===== src/rtl/core/tli_pkg.sv =====
`default_nettype none
// ----------------------------------------------------------------------------
// tli_pkg : shared types and constants of the tilt level indicator
// Field widths, reset values, register map codes and the structs passed
// between the top level and the duty calculator.
// ----------------------------------------------------------------------------
package tli_pkg;

    localparam int ACCEL_W = 16;
    localparam int DUTY_W  = 16;
    localparam int GAIN_W  = 8;
    localparam int THR_W   = 15;
    localparam int WIN_W   = 15;
    localparam int DWELL_W = 8;
    localparam int ADDR_W  = 4;
    localparam int DATA_W  = 32;

    localparam logic [DUTY_W-1:0]  DUTY_MID    = 16'h8000;
    localparam logic [DUTY_W-1:0]  DUTY_RESET  = 16'h0FFF;
    localparam logic [GAIN_W-1:0]  GAIN_RESET  = 8'd200;
    localparam logic [THR_W-1:0]   THR_RESET   = 15'd170;
    localparam logic [WIN_W-1:0]   WIN_RESET   = 15'd4096;
    localparam logic [DWELL_W-1:0] DWELL_RESET = 8'd100;

    // register indexes (paddr[3:2])
    localparam logic [1:0] REG_GAIN      = 2'd0;
    localparam logic [1:0] REG_THRESHOLD = 2'd1;
    localparam logic [1:0] REG_WINDOW    = 2'd2;
    localparam logic [1:0] REG_DWELL     = 2'd3;

    // command codes
    localparam logic FUNC_SAMPLE    = 1'b0;
    localparam logic FUNC_CALIBRATE = 1'b1;

    typedef logic signed [ACCEL_W-1:0] t_accel;
    typedef logic [DUTY_W-1:0]         t_duty;

    typedef struct packed {
        t_duty horiz;
        t_duty vert;
    } t_duty_pair;

endpackage
`default_nettype wire


===== src/rtl/core/tli_ifs.sv =====
`default_nettype none
// ----------------------------------------------------------------------------
// tli_ifs : word channels of the tilt level indicator
// Sample/command channel in, duty/LED channel out; valid/ready handshake.
// ----------------------------------------------------------------------------
interface tli_in_if;
    logic            valid;
    logic            ready;
    logic            func;
    tli_pkg::t_accel accel_x;
    tli_pkg::t_accel accel_y;
    tli_pkg::t_accel accel_z;

    modport source (output valid, output func, output accel_x, output accel_y,
                    output accel_z, input ready);
    modport sink   (input valid, input func, input accel_x, input accel_y,
                    input accel_z, output ready);
endinterface

interface tli_out_if;
    logic           valid;
    logic           ready;
    tli_pkg::t_duty horiz_duty;
    tli_pkg::t_duty vert_duty;
    logic           level_led;

    modport source (output valid, output horiz_duty, output vert_duty,
                    output level_led, input ready);
    modport sink   (input valid, input horiz_duty, input vert_duty,
                    input level_led, output ready);
endinterface
`default_nettype wire


===== src/rtl/core/tli_duty_calc.sv =====
`default_nettype none
// ----------------------------------------------------------------------------
// tli_duty_calc : gravity axis pick and duty mapping
// Picks the gravity axis, scales the two other axes into PWM duty units
// around mid scale and removes the calibration offsets.
// ----------------------------------------------------------------------------
module tli_duty_calc (
    input  var tli_pkg::t_accel                 i_accel_x,
    input  var tli_pkg::t_accel                 i_accel_y,
    input  var tli_pkg::t_accel                 i_accel_z,
    input  var logic [tli_pkg::GAIN_W-1:0]      i_gain,
    input  var logic [tli_pkg::THR_W-1:0]       i_threshold,
    input  var tli_pkg::t_duty_pair             i_offset,
    output tli_pkg::t_duty_pair                 o_duty
);

    // |a| > t, with -32768 handled in 17 bits
    function automatic logic exceeds(input tli_pkg::t_accel a,
                                     input logic [tli_pkg::THR_W-1:0] t);
        logic [tli_pkg::ACCEL_W:0] ext;
        logic [tli_pkg::ACCEL_W:0] mag;
        ext = {a[tli_pkg::ACCEL_W-1], a};
        mag = ext[tli_pkg::ACCEL_W] ? ((tli_pkg::ACCEL_W+1)'(0) - ext) : ext;
        return mag > {2'b00, t};
    endfunction

    logic                  w_any;
    tli_pkg::t_accel       w_h_sel;
    tli_pkg::t_accel       w_v_sel;
    logic [23:0]           w_h_prod;
    logic [23:0]           w_v_prod;
    tli_pkg::t_duty        w_h_map;
    tli_pkg::t_duty        w_v_map;

    always_comb begin
        w_any   = 1'b1;
        w_h_sel = i_accel_x;
        w_v_sel = i_accel_y;
        priority if (exceeds(i_accel_z, i_threshold)) begin
            w_h_sel = i_accel_x;
            w_v_sel = i_accel_y;
        end else if (exceeds(i_accel_x, i_threshold)) begin
            w_h_sel = i_accel_z;
            w_v_sel = i_accel_y;
        end else if (exceeds(i_accel_y, i_threshold)) begin
            w_h_sel = i_accel_x;
            w_v_sel = i_accel_z;
        end else begin
            w_any   = 1'b0;
        end
    end

    // only the low 16 bits survive, so an unsigned product is enough
    assign w_h_prod = {8'd0, w_h_sel} * {16'd0, i_gain};
    assign w_v_prod = {8'd0, w_v_sel} * {16'd0, i_gain};

    // +32768 mod 2^16 is a flip of the top bit; vertical is negated
    assign w_h_map = w_any ? (w_h_prod[15:0] ^ tli_pkg::DUTY_MID) : tli_pkg::DUTY_MID;
    assign w_v_map = w_any ? ((16'd0 - w_v_prod[15:0]) ^ tli_pkg::DUTY_MID)
                           : tli_pkg::DUTY_MID;

    assign o_duty.horiz = w_h_map - i_offset.horiz;
    assign o_duty.vert  = w_v_map - i_offset.vert;

endmodule
`default_nettype wire


===== src/rtl/core/tilt_level_indicator_unit.sv =====
`default_nettype none
// ----------------------------------------------------------------------------
// tilt_level_indicator_unit : accelerometer tilt to PWM duty and level LED
// Top level: input word register, duty/LED state, APB register file.
// ----------------------------------------------------------------------------
// Usage
//  - i_in carries one word: func = 0 is an accelerometer sample (x, y, z),
//    func = 1 folds the current duties into the calibration offsets.
//  - o_out carries one word per input word: the horizontal and vertical duty
//    and the level LED as they stand after that word took effect.
//  - An accepted word goes to the input register, then to the state
//    registers. Throughput: one word per cycle while o_out.ready stays high.
//  - The input register feeds one pass of short logic (axis pick, 16x8
//    multiply, offset subtract, window compare) straight into the state
//    registers, which double as the output register.
//  - When the receiver stalls, the result holds on o_out and one more word
//    is still taken into the input register; i_in.ready then drops.
//  - Reset (i_rst_n low, synchronous) empties both stages, sets the duties to
//    0x0FFF, clears offsets and LED, loads the dwell counter with 100 and the
//    registers with gain 200, threshold 170, window 4096, dwell 100.
//  - Registers (APB, byte address 4*i): gain, axis_threshold, level_window,
//    dwell_ticks. Write them only while the unit is idle.
// ----------------------------------------------------------------------------
module tilt_level_indicator_unit (
    input  var logic                          i_clk,
    input  var logic                          i_rst_n,
    tli_in_if.sink                            i_in,
    tli_out_if.source                         o_out,
    input  var logic                          psel,
    input  var logic                          penable,
    input  var logic                          pwrite,
    input  var logic [tli_pkg::ADDR_W-1:0]    paddr,
    input  var logic [tli_pkg::DATA_W-1:0]    pwdata,
    output logic [tli_pkg::DATA_W-1:0]        prdata,
    output logic                              pready
);

    // |duty - 32768| < window, exact
    function automatic logic duty_in_window(input tli_pkg::t_duty d,
                                            input logic [tli_pkg::WIN_W-1:0] w);
        logic [tli_pkg::DUTY_W:0] diff;
        logic [tli_pkg::DUTY_W:0] mag;
        diff = {1'b0, d} - {1'b0, tli_pkg::DUTY_MID};
        mag  = diff[tli_pkg::DUTY_W] ? ((tli_pkg::DUTY_W+1)'(0) - diff) : diff;
        return mag < {2'b00, w};
    endfunction

    // ---------------- register file ----------------
    logic [tli_pkg::GAIN_W-1:0]  r_gain;
    logic [tli_pkg::THR_W-1:0]   r_threshold;
    logic [tli_pkg::WIN_W-1:0]   r_window;
    logic [tli_pkg::DWELL_W-1:0] r_dwell_ticks;
    logic                        w_cfg_wr;

    assign pready   = 1'b1;
    assign w_cfg_wr = psel && penable && pwrite;

    always_ff @(posedge i_clk) begin
        if (!i_rst_n) begin
            r_gain        <= tli_pkg::GAIN_RESET;
            r_threshold   <= tli_pkg::THR_RESET;
            r_window      <= tli_pkg::WIN_RESET;
            r_dwell_ticks <= tli_pkg::DWELL_RESET;
        end else if (w_cfg_wr) begin
            unique case (paddr[3:2])
                tli_pkg::REG_GAIN:      r_gain        <= pwdata[tli_pkg::GAIN_W-1:0];
                tli_pkg::REG_THRESHOLD: r_threshold   <= pwdata[tli_pkg::THR_W-1:0];
                tli_pkg::REG_WINDOW:    r_window      <= pwdata[tli_pkg::WIN_W-1:0];
                tli_pkg::REG_DWELL:     r_dwell_ticks <= pwdata[tli_pkg::DWELL_W-1:0];
                default:                r_gain        <= r_gain;
            endcase
        end
    end

    always_comb begin
        unique case (paddr[3:2])
            tli_pkg::REG_GAIN:      prdata = {24'd0, r_gain};
            tli_pkg::REG_THRESHOLD: prdata = {17'd0, r_threshold};
            tli_pkg::REG_WINDOW:    prdata = {17'd0, r_window};
            tli_pkg::REG_DWELL:     prdata = {24'd0, r_dwell_ticks};
            default:                prdata = '0;
        endcase
    end

    // ---------------- input word register ----------------
    logic            r_in_valid;
    logic            r_in_func;
    tli_pkg::t_accel r_in_x;
    tli_pkg::t_accel r_in_y;
    tli_pkg::t_accel r_in_z;
    logic            r_out_valid;
    logic            w_in_acc;
    logic            w_adv;     // input word resolves into state / output

    assign w_adv       = r_in_valid && (!r_out_valid || o_out.ready);
    assign i_in.ready  = !r_in_valid || w_adv;
    assign w_in_acc    = i_in.valid && i_in.ready;

    always_ff @(posedge i_clk) begin
        if (!i_rst_n) begin
            r_in_valid <= 1'b0;
        end else begin
            r_in_valid <= w_in_acc || (r_in_valid && !w_adv);
        end
    end

    always_ff @(posedge i_clk) begin
        if (w_in_acc) begin
            r_in_func <= i_in.func;
            r_in_x    <= i_in.accel_x;
            r_in_y    <= i_in.accel_y;
            r_in_z    <= i_in.accel_z;
        end
    end

    // ---------------- duty / LED state ----------------
    // The state registers change only when a word advances, which is exactly
    // when the output slot is loaded, so they drive o_out directly.
    tli_pkg::t_duty_pair         r_duty;
    tli_pkg::t_duty_pair         r_offset;
    logic [tli_pkg::DWELL_W-1:0] r_dwell;
    logic                        r_led;

    tli_pkg::t_duty_pair         w_new_duty;
    tli_pkg::t_duty_pair         n_duty;
    tli_pkg::t_duty_pair         n_offset;
    logic [tli_pkg::DWELL_W-1:0] n_dwell;
    logic                        n_led;
    logic                        w_level;

    tli_duty_calc u_duty_calc (
        .i_accel_x   (r_in_x),
        .i_accel_y   (r_in_y),
        .i_accel_z   (r_in_z),
        .i_gain      (r_gain),
        .i_threshold (r_threshold),
        .i_offset    (r_offset),
        .o_duty      (w_new_duty)
    );

    assign w_level = duty_in_window(w_new_duty.horiz, r_window)
                  && duty_in_window(w_new_duty.vert, r_window);

    always_comb begin
        n_duty   = r_duty;
        n_offset = r_offset;
        n_dwell  = r_dwell;
        n_led    = r_led;
        unique case (r_in_func)
            tli_pkg::FUNC_CALIBRATE: begin
                // offset += duty - 32768
                n_offset.horiz = (r_duty.horiz + r_offset.horiz) ^ tli_pkg::DUTY_MID;
                n_offset.vert  = (r_duty.vert + r_offset.vert) ^ tli_pkg::DUTY_MID;
            end
            default: begin
                n_duty = w_new_duty;
                if (!w_level) begin
                    n_dwell = r_dwell_ticks;
                    n_led   = 1'b0;
                end else if (r_dwell == '0) begin
                    n_dwell = r_dwell_ticks;
                    n_led   = 1'b1;
                end else begin
                    n_dwell = r_dwell - (tli_pkg::DWELL_W)'(1);
                end
            end
        endcase
    end

    always_ff @(posedge i_clk) begin
        if (!i_rst_n) begin
            r_duty.horiz  <= tli_pkg::DUTY_RESET;
            r_duty.vert   <= tli_pkg::DUTY_RESET;
            r_offset      <= '0;
            r_dwell       <= tli_pkg::DWELL_RESET;
            r_led         <= 1'b0;
            r_out_valid   <= 1'b0;
        end else begin
            r_out_valid <= w_adv || (r_out_valid && !o_out.ready);
            if (w_adv) begin
                r_duty   <= n_duty;
                r_offset <= n_offset;
                r_dwell  <= n_dwell;
                r_led    <= n_led;
            end
        end
    end

    assign o_out.valid      = r_out_valid;
    assign o_out.horiz_duty = r_duty.horiz;
    assign o_out.vert_duty  = r_duty.vert;
    assign o_out.level_led  = r_led;

    // ---------------- checks ----------------
    a_cal_keeps_duty: assert property (@(posedge i_clk) disable iff (!i_rst_n)
        (w_adv && r_in_func == tli_pkg::FUNC_CALIBRATE) |=> $stable(r_duty))
        else $error("calibrate changed the duty registers");

    a_led_by_sample: assert property (@(posedge i_clk) disable iff (!i_rst_n)
        ($rose(r_led) || $fell(r_led)) |->
            $past(w_adv && r_in_func == tli_pkg::FUNC_SAMPLE))
        else $error("level LED moved without a sample");

    a_out_from_advance: assert property (@(posedge i_clk) disable iff (!i_rst_n)
        $rose(r_out_valid) |-> $past(w_adv))
        else $error("result appeared without an input word");

    a_in_held: assert property (@(posedge i_clk) disable iff (!i_rst_n)
        (r_in_valid && !w_adv) |=> (r_in_valid && $stable(r_in_x) && $stable(r_in_func)))
        else $error("stalled input word lost");

endmodule
`default_nettype wire


===== src/flat_wrapper.sv =====
// flat-port wrapper written by rule: the top's interface ports become plain ports
module tilt_level_indicator_unit_flat 
  (i_clk, i_rst_n, psel, penable, pwrite, paddr, pwdata, prdata, pready, i_in_valid, i_in_func, i_in_accel_x, i_in_accel_y, i_in_accel_z, i_in_ready, o_out_valid, o_out_horiz_duty, o_out_vert_duty, o_out_level_led, o_out_ready);
  tli_in_if i_in_i ();
  tli_out_if o_out_i ();
  input  var logic i_clk;
  input  var logic i_rst_n;
  input  var logic psel;
  input  var logic penable;
  input  var logic pwrite;
  input  var logic [tli_pkg::ADDR_W-1:0] paddr;
  input  var logic [tli_pkg::DATA_W-1:0] pwdata;
  output logic [tli_pkg::DATA_W-1:0] prdata;
  output logic pready;
  input wire logic [$bits(i_in_i.valid)-1:0] i_in_valid;
  input wire logic [$bits(i_in_i.func)-1:0] i_in_func;
  input wire logic [$bits(i_in_i.accel_x)-1:0] i_in_accel_x;
  input wire logic [$bits(i_in_i.accel_y)-1:0] i_in_accel_y;
  input wire logic [$bits(i_in_i.accel_z)-1:0] i_in_accel_z;
  output wire logic [$bits(i_in_i.ready)-1:0] i_in_ready;
  output wire logic [$bits(o_out_i.valid)-1:0] o_out_valid;
  output wire logic [$bits(o_out_i.horiz_duty)-1:0] o_out_horiz_duty;
  output wire logic [$bits(o_out_i.vert_duty)-1:0] o_out_vert_duty;
  output wire logic [$bits(o_out_i.level_led)-1:0] o_out_level_led;
  input wire logic [$bits(o_out_i.ready)-1:0] o_out_ready;
  assign i_in_i.valid = i_in_valid;
  assign i_in_i.func = i_in_func;
  assign i_in_i.accel_x = i_in_accel_x;
  assign i_in_i.accel_y = i_in_accel_y;
  assign i_in_i.accel_z = i_in_accel_z;
  assign i_in_ready = i_in_i.ready;
  assign o_out_valid = o_out_i.valid;
  assign o_out_horiz_duty = o_out_i.horiz_duty;
  assign o_out_vert_duty = o_out_i.vert_duty;
  assign o_out_level_led = o_out_i.level_led;
  assign o_out_i.ready = o_out_ready;
  tilt_level_indicator_unit u_core (.i_clk(i_clk), .i_rst_n(i_rst_n), .i_in(i_in_i), .o_out(o_out_i), .psel(psel), .penable(penable), .pwrite(pwrite), .paddr(paddr), .pwdata(pwdata), .prdata(prdata), .pready(pready));
endmodule

===== config.mk =====
export PLATFORM = sky130hd
export DESIGN_NAME = tilt_level_indicator_unit_flat
export DESIGN_NICKNAME = d
export VERILOG_FILES = /design/src/rtl/core/tli_pkg.sv /design/src/rtl/core/tli_ifs.sv /design/src/rtl/core/tli_duty_calc.sv /design/src/rtl/core/tilt_level_indicator_unit.sv /design/src/flat_wrapper.sv
export SDC_FILE = /design/constraint.sdc
export NUM_CORES = 1
export LEC_CHECK = 0
export BUFFER_PORTS_ARGS = -buffer_cell sky130_fd_sc_hd__buf_2
export CORE_MARGIN = 4
export CORE_UTILIZATION = 35
export CTS_CLUSTER_DIAMETER = 120
export CTS_CLUSTER_SIZE = 30
export DETAILED_ROUTE_END_ITERATION = 10
export GPL_TIMING_DRIVEN = 0
export PLACE_DENSITY_LB_ADDON = 0.2
export REMOVE_ABC_BUFFERS = 1
export SLEW_MARGIN = 10
export SYNTH_ARGS = -nofsm -noshare
export SYNTH_HDL_FRONTEND = slang
export SYNTH_SLANG_ARGS = --single-unit

===== constraint.sdc =====
create_clock -name i_clk -period 13.9 [get_ports i_clk]
set_input_delay 0.695 -clock i_clk [delete_from_list [all_inputs] [get_ports i_clk]]
set_output_delay 0.695 -clock i_clk [all_outputs]
set_load 0.02 [all_outputs]

==> results_tabular.tex <==
\begin{tabular}{lr}
\hline
Metric & Value \\
\hline
\multicolumn{2}{l}{\textbf{Run status}} \\
\quad Status & finished, final reports clean \\
\multicolumn{2}{l}{\textbf{GRT}} \\
\quad Vias in the first global route & 15.2k \\
\quad Number of antenna violations at the first check in global routing & 0 \\
\quad Pin count of the biggest net entering global routing & 59 \\
\quad Met3 track demand over resource & 3.24\% \\
\quad Global Route met2 Usage & 31.1\% \\
\quad Global route hottest layer & met2 \\
\quad Global-route wire length before repair & 82400 µm \\
\quad Met1 Usage GRT & 24.0\% \\
\quad All-layer global routing usage & 18.5\% \\
\quad Residual overflow from global routing & 0 \\
\multicolumn{2}{l}{\textbf{Setup path}} \\
\quad Timing endpoint of the critical path & u\_core.r\_dwell[6] \\
\quad Critical R2R Capture & u\_core.r\_dwell[6] \\
\quad Worst Reg-to-Reg Cells & 57 \\
\quad Slack of the worst reg-to-reg path & 0.92 ns \\
\quad Startpoint Class & flip-flop \\
\quad Endpoint kind of the worst setup timing path & flip-flop \\
\quad Slowest stage cell, crit path & or4\_1 \\
\quad Worst Path Arrival & 13.31 ns \\
\quad Delay of the slowest critical-path stage & 0.58 ns \\
\quad Beginning of the critical path & u\_core.r\_in\_x[2] \\
\quad Kind of critical path & flip-flop to flip-flop \\
\quad Required time of the worst setup path & 14.23 ns \\
\quad Cell type with the highest occurrence count on the critical path & a21oi\_1 \\
\quad Launch instance of the worst register-to-register path & u\_core.r\_in\_x[2] \\
\quad Largest fanout on the critical path & 13 \\
\multicolumn{2}{l}{\textbf{Logic synthesis}} \\
\quad Ys flop type & dfxtp\_1 \\
\quad Avg Synthesized Cell Area & 8.37 µm² \\
\quad Sequential element share of the synthesized area & 21.3\% \\
\quad Most common cell in the netlist & nand2\_1 \\
\quad Combined area of all synthesized cells & 18300 µm² \\
\quad Post-synthesis register bit count & 170 \\
\quad Synth area leader & ha\_1 \\
\quad Top cell type's share of synthesized area & 13.8\% \\
\quad Most numerous cell types in the synthesized netlist & nand2\_1 (349), inv\_1 (262), ha\_1 (201) \\
\quad Cells after synthesis & 2184 \\
\quad Number of flops mapped to enable cells by yosys & 49 \\
\quad Synth top area cells & ha\_1 (14\%), fa\_1 (14\%), dfxtp\_1 (13\%), edfxtp\_1 (8.0\%), nand2\_1 (7.2\%) \\
\quad Distinct cells, synth & 73 \\
\quad Number of warnings reported in the yosys synthesis log & 0 \\
\quad Share of async-settable or async-resettable flops after synthesis & 0\% \\
\multicolumn{2}{l}{\textbf{Clock tree}} \\
\quad Clock sink total & 170 \\
\quad Maximum count of clock buffers along a single path & 2 \\
\quad Total of hold buffers inserted after clock tree synthesis & 0 \\
\quad Worst skew pair latency & 0.49 ns \\
\quad Root cell of the clock tree & clkbuf\_16 \\
\quad CTS tree & yes \\
\quad Number of clock buffers inserted by TritonCTS & 17 \\
\quad Clock slew at the register clock pins of the worst setup and hold paths & 0.08 ns \\
\quad H-Tree Depth & 4 \\
\multicolumn{2}{l}{\textbf{Floorplan}} \\
\quad Core box area & 51500 µm² \\
\quad Total number of placement rows & 83 \\
\quad Chip Height & 237 µm \\
\quad Effective utilization at floorplan & 35.5\% \\
\quad Ports & 160 \\
\quad Die Area & 56000 µm² \\
\quad Die width & 237 µm \\
\multicolumn{2}{l}{\textbf{Placement}} \\
\quad Final estimated routing congestion in global placement & 0.867 \\
\quad Number of port buffers & 122 \\
\quad HPWL after DPL & 40600 µm \\
\multicolumn{2}{l}{\textbf{Detailed routing}} \\
\quad Number of remaining DRC errors & 0 \\
\quad Antenna Violating Nets Remaining & 0 \\
\quad Number of iterations in the first detailed-routing pass & 5 \\
\quad Number of vias per cell & 5.09 \\
\quad Wire length after detailed routing & 51100 µm \\
\quad Per-cell routed wire length & 17.3 µm \\
\quad Total number of vias & 15.1k \\
\quad Iteration-0 DRC count of the detailed router & 737 \\
\multicolumn{2}{l}{\textbf{Timing}} \\
\quad Final clock period utilization by the worst path & 93.4\% \\
\quad Setup repair after global routing missed its margin & no \\
\quad Worst Skew & 0.0172 ns \\
\quad Final setup violation count & 0 \\
\quad Hold Fails Final Rpt & 0 \\
\quad Slew at the pin closest to its max-slew limit & 1.15 ns \\
\quad Crit path time final & 12.98 ns \\
\quad Pins over their slew limit & 0 \\
\quad Achievable clock frequency & 77.0 MHz \\
\quad Slew headroom & 23.1\% \\
\multicolumn{2}{l}{\textbf{Layout}} \\
\quad Share of post-route cells with drive strength above 1 & 10.8\% \\
\quad Relative area change from synthesis to final layout & 11.6\% \\
\quad Count of filler cells inserted in the layout & 5306 \\
\quad Utilization after layout & 39.6\% \\
\quad Count of antenna diodes in the layout & 0 \\
\quad Final \#Nets & 2684 \\
\quad Multi-input gate area in the final layout & 13200 µm² \\
\quad Register area & 3900 µm² \\
\multicolumn{2}{l}{\textbf{Min path}} \\
\quad Hold/Removal Path Class & primary input to flip-flop \\
\multicolumn{2}{l}{\textbf{Job}} \\
\quad Maxcap violations & 0 \\
\hline
\end{tabular}
[registers in the layout, indices dropped and copies added, names as in the netlist, 8 cells and up]
name                     flops
u_core.o_out.vert_duty      16
u_core.r_in_z               16
u_core.r_window             15
u_core.r_offset             32
u_core.r_in_x               16
u_core.r_dwell               8
u_core.r_gain                8
u_core.r_threshold          15
u_core.o_out.horiz_duty     16
u_core.r_dwell_ticks         8
u_core.r_in_y               16
[per-stage QoR]
stage	setup WS [ns]	hold slack [ns]	std cells	setup TNS (ns)	cell area, µm²
after floorplan	0.971	0.439	2102	0	17900
after global placement	-1.66	0.458	2904	-13.22	19400
after detailed placement	-0.736	0.468	2912	-4.77	19500
after CTS	0.130	0.321	2949	0	20200
after global routing	0.00291	0.335	2960	0	20400
final	0.919	0.373	2960	0	20400
[critical path: cells and delay by family (launching register included)]
family                   cells  cell delay (ns)
AO/OA/AOI/OAI               22             3.75
XOR/XNOR                     4             0.69
flip-flops                   1             0.46
adder cells (fa/ha/maj)      8             3.22
AND/OR/NAND/NOR             16             3.62
buffers and inverters        6             0.61
multiplexers                 1             0.45
[cells by family (layout without fill, tap and decap cells)]
family          after synthesis  after routing  synth area share (%)
flops                       170            170                  21.3
buf+inv                     360            440                  7.85
compound gates              398            398                  13.7
fa+ha+maj                   325            325                  27.3
mux                          42             42                  3.01
simple gates                727            727                  18.9
other cells                   2             18                0.0411
xor+xnor                    160            160                  7.82
[what timing repair did]
item	4_1_cts	5_1_grt
pin swaps	2	5
buffers inserted	5	11
endpoints found under the setup margin	9	9
gates resized for setup	12	13
[metal layers]
metal	vias up	part of all wire (%)
li1	7438	-
met1	7199	45
met2	347	47
met3	79	4.5
met4	0	2.9
met5	-	0
[worst min path at each step]
stage,startpoint,end,slack (ns),cells after the start
2_1_floorplan,u_core.r_dwell[4],u_core.r_dwell[4],0.44,2
3_3_place_gp,u_core.r_offset[10],u_core.r_offset[10],0.46,2
3_5_place_dp,u_core.r_offset[20],u_core.r_offset[20],0.47,2
4_1_cts,i_in_accel_y[3],u_core.r_in_y[3],0.32,1
5_1_grt,i_in_accel_z[3],u_core.r_in_z[3],0.34,1
6_report,i_in_accel_y[3],u_core.r_in_y[3],0.37,1
[area by class of cell]
cell class	instances	share of cell area (%)
Clock buffer	18	2.15
Clock inverter	14	0.816
Inverter	262	4.83
Multi-Input combinational cell	1670	64.5
Sequential cell	170	19.1
Tap cell	680	4.17
Timing Repair Buffer	146	4.37
[placed cells by master (no fill, tap or decap), types with 13 or more instances in the layout]
| cell | Yosys | final |
|---|---|---|
| fa_1 | 124 | 124 |
| xnor2_1 | 121 | 120 |
| or3_1 | 18 | 18 |
| buf_4 | 18 | 15 |
| o21bai_1 | 15 | 15 |
| nor2b_1 | 77 | 77 |
| conb_1 | 2 | 18 |
| a21o_1 | 35 | 35 |
| o21ai_0 | 64 | 64 |
| nand3_1 | 45 | 44 |
| and2_1 | 47 | 46 |
| dfxtp_1 | 121 | 117 |
| mux2_2 | 20 | 19 |
| nor3_1 | 24 | 23 |
| buf_2 | 1 | 123 |
| inv_1 | 262 | 261 |
| xor2_1 | 37 | 35 |
| nand2_1 | 349 | 349 |
| nand2b_1 | 31 | 31 |
| o31ai_1 | 13 | 13 |
| a211oi_1 | 14 | 14 |
| o211ai_1 | 26 | 26 |
| nand4_1 | 14 | 14 |
| clkbuf_16 | 0 | 17 |
| ha_1 | 201 | 201 |
| o21a_1 | 20 | 19 |
| a21oi_1 | 145 | 143 |
| nor2_1 | 75 | 73 |
| edfxtp_1 | 49 | 49 |
Power is not shown: default switching activity piles up to over one toggle a cycle in this logic, so the estimate is an artifact.
